==> config.mk <==
export PLATFORM = sky130hd
export DESIGN_NAME = rbsi_clip
export DESIGN_NICKNAME = d
export VERILOG_FILES = /design/src/rbsi_pkg.sv /design/src/rbsi_clip.sv
export SDC_FILE = /design/constraint.sdc
export NUM_CORES = 1
export LEC_CHECK = 0
export BUFFER_PORTS_ARGS = -buffer_cell sky130_fd_sc_hd__buf_2
export CAP_MARGIN = 10
export CELL_PAD_IN_SITES_DETAIL_PLACEMENT = 0
export CELL_PAD_IN_SITES_GLOBAL_PLACEMENT = 1
export CORE_MARGIN = 4
export CORE_UTILIZATION = 35
export CTS_BUF_LIST = sky130_fd_sc_hd__clkbuf_2
export DETAILED_ROUTE_END_ITERATION = 16
export PLACE_DENSITY = 0.67
export SYNTH_ARGS = -nofsm -noshare
export SYNTH_HDL_FRONTEND = slang
export SYNTH_SLANG_ARGS = --single-unit
==> constraint.sdc <==
create_clock -name clk -period 11.82 [get_ports clk]
set_input_delay 2.364 -clock clk [delete_from_list [all_inputs] [get_ports clk]]
set_output_delay 2.364 -clock clk [all_outputs]
set_load 0.02 [all_outputs]
==> src/rbsi_pkg.sv <==
// ----------------------------------------------------------------------------
// rbsi_pkg: shared constants for the ray/box slab intersection block
// Face codes, fixed-point format and the register map.
// ----------------------------------------------------------------------------
package rbsi_pkg;

  localparam int FRAC_BITS = 16;
  localparam int FACE_W    = 3;
  localparam int REG_IDX_W = 3;

  typedef logic [FACE_W-1:0]    face_t;
  typedef logic [REG_IDX_W-1:0] reg_idx_t;

  localparam face_t FACE_MIN_X = 3'd0;
  localparam face_t FACE_MAX_X = 3'd1;
  localparam face_t FACE_MIN_Y = 3'd2;
  localparam face_t FACE_MAX_Y = 3'd3;
  localparam face_t FACE_MIN_Z = 3'd4;
  localparam face_t FACE_MAX_Z = 3'd5;

  // The open side of the box: never reported
  localparam face_t FACE_OPEN = FACE_MIN_Y;

  localparam reg_idx_t REG_BOX_MIN_X = 3'd0;
  localparam reg_idx_t REG_BOX_MAX_X = 3'd1;
  localparam reg_idx_t REG_BOX_MIN_Y = 3'd2;
  localparam reg_idx_t REG_BOX_MAX_Y = 3'd3;
  localparam reg_idx_t REG_BOX_MIN_Z = 3'd4;
  localparam reg_idx_t REG_BOX_MAX_Z = 3'd5;

endpackage

==> src/rbsi_clip.sv <==
// ----------------------------------------------------------------------------
// rbsi_clip: slab merge and face selection
// Merge the three slab intervals, then pick the entry or exit face.
// ----------------------------------------------------------------------------
module rbsi_clip #(
  parameter int W = 32
) (
  input  logic                clk,
  input  logic                en,
  input  logic signed [W-1:0] t_near [3],
  input  logic signed [W-1:0] t_far  [3],
  input  logic [2:0]          dir_zero,
  input  logic [2:0]          slab_miss,
  input  logic [2:0]          dir_neg,
  input  logic signed [W-1:0] tmin,
  input  logic signed [W-1:0] tmax,
  output logic                hit,
  output rbsi_pkg::face_t     hit_face,
  output logic signed [W-1:0] new_tmax
);
  import rbsi_pkg::*;

  logic signed [W-1:0] t_in, t_out, t_in_r, t_out_r, tmin_r, tmax_r;
  face_t               f_in, f_out, f_in_r, f_out_r;
  logic                in_ok, out_ok, miss, miss_r;

  always_comb begin
    t_in   = '0;
    t_out  = '0;
    f_in   = FACE_MIN_X;
    f_out  = FACE_MIN_X;
    in_ok  = 1'b0;
    out_ok = 1'b0;
    miss   = |slab_miss;
    for (int a = 0; a < 3; a++) begin
      if (!dir_zero[a]) begin
        if (!in_ok || t_near[a] > t_in) begin
          t_in  = t_near[a];
          f_in  = face_t'(2 * a) | face_t'(dir_neg[a]);
          in_ok = 1'b1;
        end
        if (!out_ok || t_far[a] < t_out) begin
          t_out  = t_far[a];
          f_out  = face_t'(2 * a) | face_t'(!dir_neg[a]);
          out_ok = 1'b1;
        end
      end
    end
    if (!in_ok || !out_ok || t_in > t_out) begin
      miss = 1'b1;
    end
  end

  // Merge stage
  always_ff @(posedge clk) begin
    if (en) begin
      t_in_r  <= t_in;
      t_out_r <= t_out;
      f_in_r  <= f_in;
      f_out_r <= f_out;
      miss_r  <= miss;
      tmin_r  <= tmin;
      tmax_r  <= tmax;
    end
  end

  // Select stage: entry face first, exit face as fallback
  always_ff @(posedge clk) begin
    if (en) begin
      hit      <= 1'b0;
      hit_face <= FACE_MIN_X;
      new_tmax <= tmax_r;
      if (!miss_r) begin
        if (f_in_r != FACE_OPEN && tmin_r < t_in_r && t_in_r < tmax_r) begin
          hit      <= 1'b1;
          hit_face <= f_in_r;
          new_tmax <= t_in_r;
        end else if (f_out_r != FACE_OPEN && tmin_r < t_out_r && t_out_r < tmax_r) begin
          hit      <= 1'b1;
          hit_face <= f_out_r;
          new_tmax <= t_out_r;
        end
      end
    end
  end

endmodule

==> impl_metrics.ini <==
[floorplan]
die-height_um = 213.3
io_pins = 303
initial_utilization_pct = 35.79
placement_rows = 74
floorplan.die.width_um = 213.3
fp.coreArea_um2 = 41200
die-area_um2 = 45480

[sta]
final.min_clock_period_ns = 10.17
fin_crit_sh_pct = 86.01
setup_repair_after_global_routing_missed_its_margin = no
fin_worst_skew_ns = 0.05869
totalNegativeSetupSlack_ns = 0
drv_slew = 0
worst_pin_slew_ns = 0.9658
hold-worst-slack_ns = 0.6585
final_hold_viol_count = 0
worst_slew_margin_pct = 35.61
setup_viol = 0
maxClockFrequency_mhz = 98.37

[routing]
detail_route.first_pass.iterations = 6
total_number_of_vias = 12400
post-route-drc-count = 0
via_per_inst = 5.444
antenna_violating_nets_post_route = 0
dr.first_iter.drc_count = 668
avgRoutedWirePerCell_um = 21.63
wl_um = 49250

[critical_path]
endpoint_kind = flip-flop
slowest_delay_ns = 0.53
worst-path-stages = 34
flop2flop_setup_slack_ns = 8.06
criticalPathCategory = input pin to flip-flop
endpoint_required_time_on_the_critical_path_ns = 12.44
crit_path_max_fanout = 53
rr_worst_depth = 11
critical-path-top-cell-by-count = sky130_fd_sc_hd__a21o_1
critPathTopFamily = compound AO/OA/AOI/OAI gates
timing.critical_path.slowest_stage_cell = sky130_fd_sc_hd__nor4_1
timing.critical_path.from_type = input pin
number_of_buffers_and_inverters_on_the_critical_path = 5
critPathArrivalTime_ns = 10.79

[cts]
root_buffer = sky130_fd_sc_hd__clkbuf_2
cts.sink_count = 171
ctsHoldBuffers = 0
post_cts_resized = 0
cts_tree = yes
clkLatencyLatePin_ns = 0.83
htreeDepth = 4
ctsLongestPathBuffers = 2
cts_made_buffers = 17
post_cts.repair.setup_buffers = 0
path_clk_slew_ns = 0.26

[pwr]
power.density_cell_area_nw_per_um2 = 117.7
internal_power_w = 0.001253
power.switching_w = 0.0007718
vdd.ir_drop.worst_mv = 0.05255
p_leak_nw = 8.127
p_seq_share_pct = 39.9
clockPowerShare_pct = 17.2
switching_share_pct = 38.12
comb_power_share_pct = 42.9

[logic_synthesis]
syn_area_per_cell_um2 = 10.33
yosys_register_bits = 171
synth-edff-count = 171
mappedNetlistArea_um2 = 14750
syn_nets = 1976
yosysWarningCount = 0
yosys.cell_types.count = 67
synthCells = 1427
ys.flop_type = sky130_fd_sc_hd__edfxtp_1
ys_seq_area_share_pct = 34.82
synth_async_sr_flop_share_pct = 0

[worst_hold_path]
worst_hold_path_type = flip-flop to flip-flop
timing.hold.worst_path_depth = 2

[cells_and_area]
final_common_cell = sky130_fd_sc_hd__buf_2
ff_latch_area_um2 = 5135
design.final.nets = 2269
area_growth_pct = 16.69
final_cell_mix = sky130_fd_sc_hd__buf_2, sky130_fd_sc_hd__ha_1, sky130_fd_sc_hd__inv_1, sky130_fd_sc_hd__edfxtp_1, sky130_fd_sc_hd__nand2_1
fillers = 4062
total_area_of_multi_input_combinational_cells_um2 = 8793
share_of_layout_cells_above_drive_strength_1_pct = 23.66

[place]
detailed_place_hpwl_um = 41790
place_congestion = 0.9321
io_buffers = 302

[global_route]
track_usage_pct = 21.41
number_of_global_route_vias_before_repair = 12630
largest_net_degree_at_the_start_of_global_routing = 101
grt_overflow = 0
antenna_found_initial = 20
grt_first_pass_wirelength_um = 73710

[run]
cap_violations = 0

[run_status]
run_status = complete, no violations
## sequential cells by signal, summed over array words and instances (netlist names)
| signal | cells |
|---|---|
| f_out_r | 3 |
| hit | 1 |
| t_in_r | 32 |
| miss_r | 1 |
| f_in_r | 3 |
| tmin_r | 32 |
| new_tmax | 32 |
| hit_face | 3 |
| tmax_r | 32 |
| t_out_r | 32 |
## per-stage QoR
step / total power [W] / cell area [um2] / cells / worst slack, ns / util (%)
5_1_grt: 0.002177 / 17190 / 2271 / 1.093 / 41.73
6_report: 0.002025 / 17210 / 2277 / 1.654 / 41.76
3_5_place_dp: 0.001687 / 16910 / 2233 / 0.7433 / 41.03
3_3_place_gp: 0.001675 / 16910 / 2233 / 0.9934 / 41.03
4_1_cts: 0.002041 / 17180 / 2265 / 1.761 / 41.69
2_1_floorplan: 0.001374 / 14750 / 1427 / 1.737 / -
## cells in the mapped netlist (6+ instances only)
master | n | area share [%]
sky130_fd_sc_hd__o2bb2ai_1 | 14 | 0.83
sky130_fd_sc_hd__mux2_2 | 40 | 3.1
sky130_fd_sc_hd__o211ai_1 | 12 | 0.61
sky130_fd_sc_hd__nand2_1 | 111 | 2.8
sky130_fd_sc_hd__nand4_1 | 43 | 1.8
sky130_fd_sc_hd__edfxtp_1 | 171 | 35
sky130_fd_sc_hd__a31oi_1 | 9 | 0.38
sky130_fd_sc_hd__nand3_1 | 18 | 0.61
sky130_fd_sc_hd__nor4_1 | 11 | 0.47
sky130_fd_sc_hd__a22oi_1 | 54 | 2.7
sky130_fd_sc_hd__nor2b_1 | 11 | 0.47
sky130_fd_sc_hd__a21o_1 | 39 | 2.0
sky130_fd_sc_hd__o21ai_0 | 39 | 1.3
sky130_fd_sc_hd__clkbuf_1 | 25 | 0.64
sky130_fd_sc_hd__o2bb2a_1 | 30 | 2.0
sky130_fd_sc_hd__mux2i_1 | 54 | 3.7
sky130_fd_sc_hd__a22o_1 | 33 | 2.0
sky130_fd_sc_hd__a211oi_1 | 21 | 1.1
sky130_fd_sc_hd__and4_1 | 6 | 0.36
sky130_fd_sc_hd__a2111oi_0 | 6 | 0.36
sky130_fd_sc_hd__inv_1 | 174 | 4.4
sky130_fd_sc_hd__nor2_1 | 41 | 1.0
sky130_fd_sc_hd__a21oi_1 | 64 | 2.2
sky130_fd_sc_hd__ha_1 | 282 | 24
sky130_fd_sc_hd__nand2b_1 | 7 | 0.30
sky130_fd_sc_hd__nor3_1 | 14 | 0.48
sky130_fd_sc_hd__o21a_1 | 11 | 0.56
sky130_fd_sc_hd__buf_2 | 12 | 0.41
## kinds of logic after synthesis
group,share of synthesized area [%]
adder cells (fa/ha/maj),23.93
buffers and inverters,5.880
flip-flops,34.82
AND/OR/NAND/NOR,9.325
multiplexers,7.229
AO/OA/AOI/OAI,18.82
## layer usage
| metal | global-route usage (%) | vias up | routed length [um] |
|---|---|---|---|
| li1 | - | 6073 | - |
| met1 | 29.10 | 5882 | 22770 |
| met2 | 35.10 | 354 | 22460 |
| met3 | 3.850 | 73 | 2541 |
| met4 | 6.268 | 14 | 1395 |
| met5 | 0 | - | 92 |
## power groups by stage
stage          Combinational [W]  Clock (W)  Sequential (W)
2_1_floorplan           0.000547          0        0.000827
3_3_place_gp            0.000852          0        0.000824
3_5_place_dp            0.000865          0        0.000823
4_1_cts                 0.000871   0.000362        0.000809
5_1_grt                 0.000977   0.000384        0.000816
6_report                0.000868   0.000348        0.000808
## final timing paths
kind                    start           end
hold / removal     f_out_r[1]   hit_face[1]
setup reg to reg   t_in_r[12]  new_tmax[13]
setup / recovery  dir_zero[0]        miss_r
hold reg to reg    f_out_r[1]   hit_face[1]
## worst min-delay path: cells and delay by family, from the launching register on
kind	cells	cell delay, ns
AOI/OAI and AO/OA	1	0.07
DFF	1	0.41
and+or+nand+nor	1	0.09
## cell type report
class	instances	area share, %
sequential	171	29.84
multi-input combinational	1037	51.10
antenna	12	0.1745
tap	532	3.868
inverter	174	3.796
timing repair buffer	319	9.634
clock inverter	14	1.062
clock buffer	18	0.5235
No activity file was read; power rests on OpenSTA's default activity.
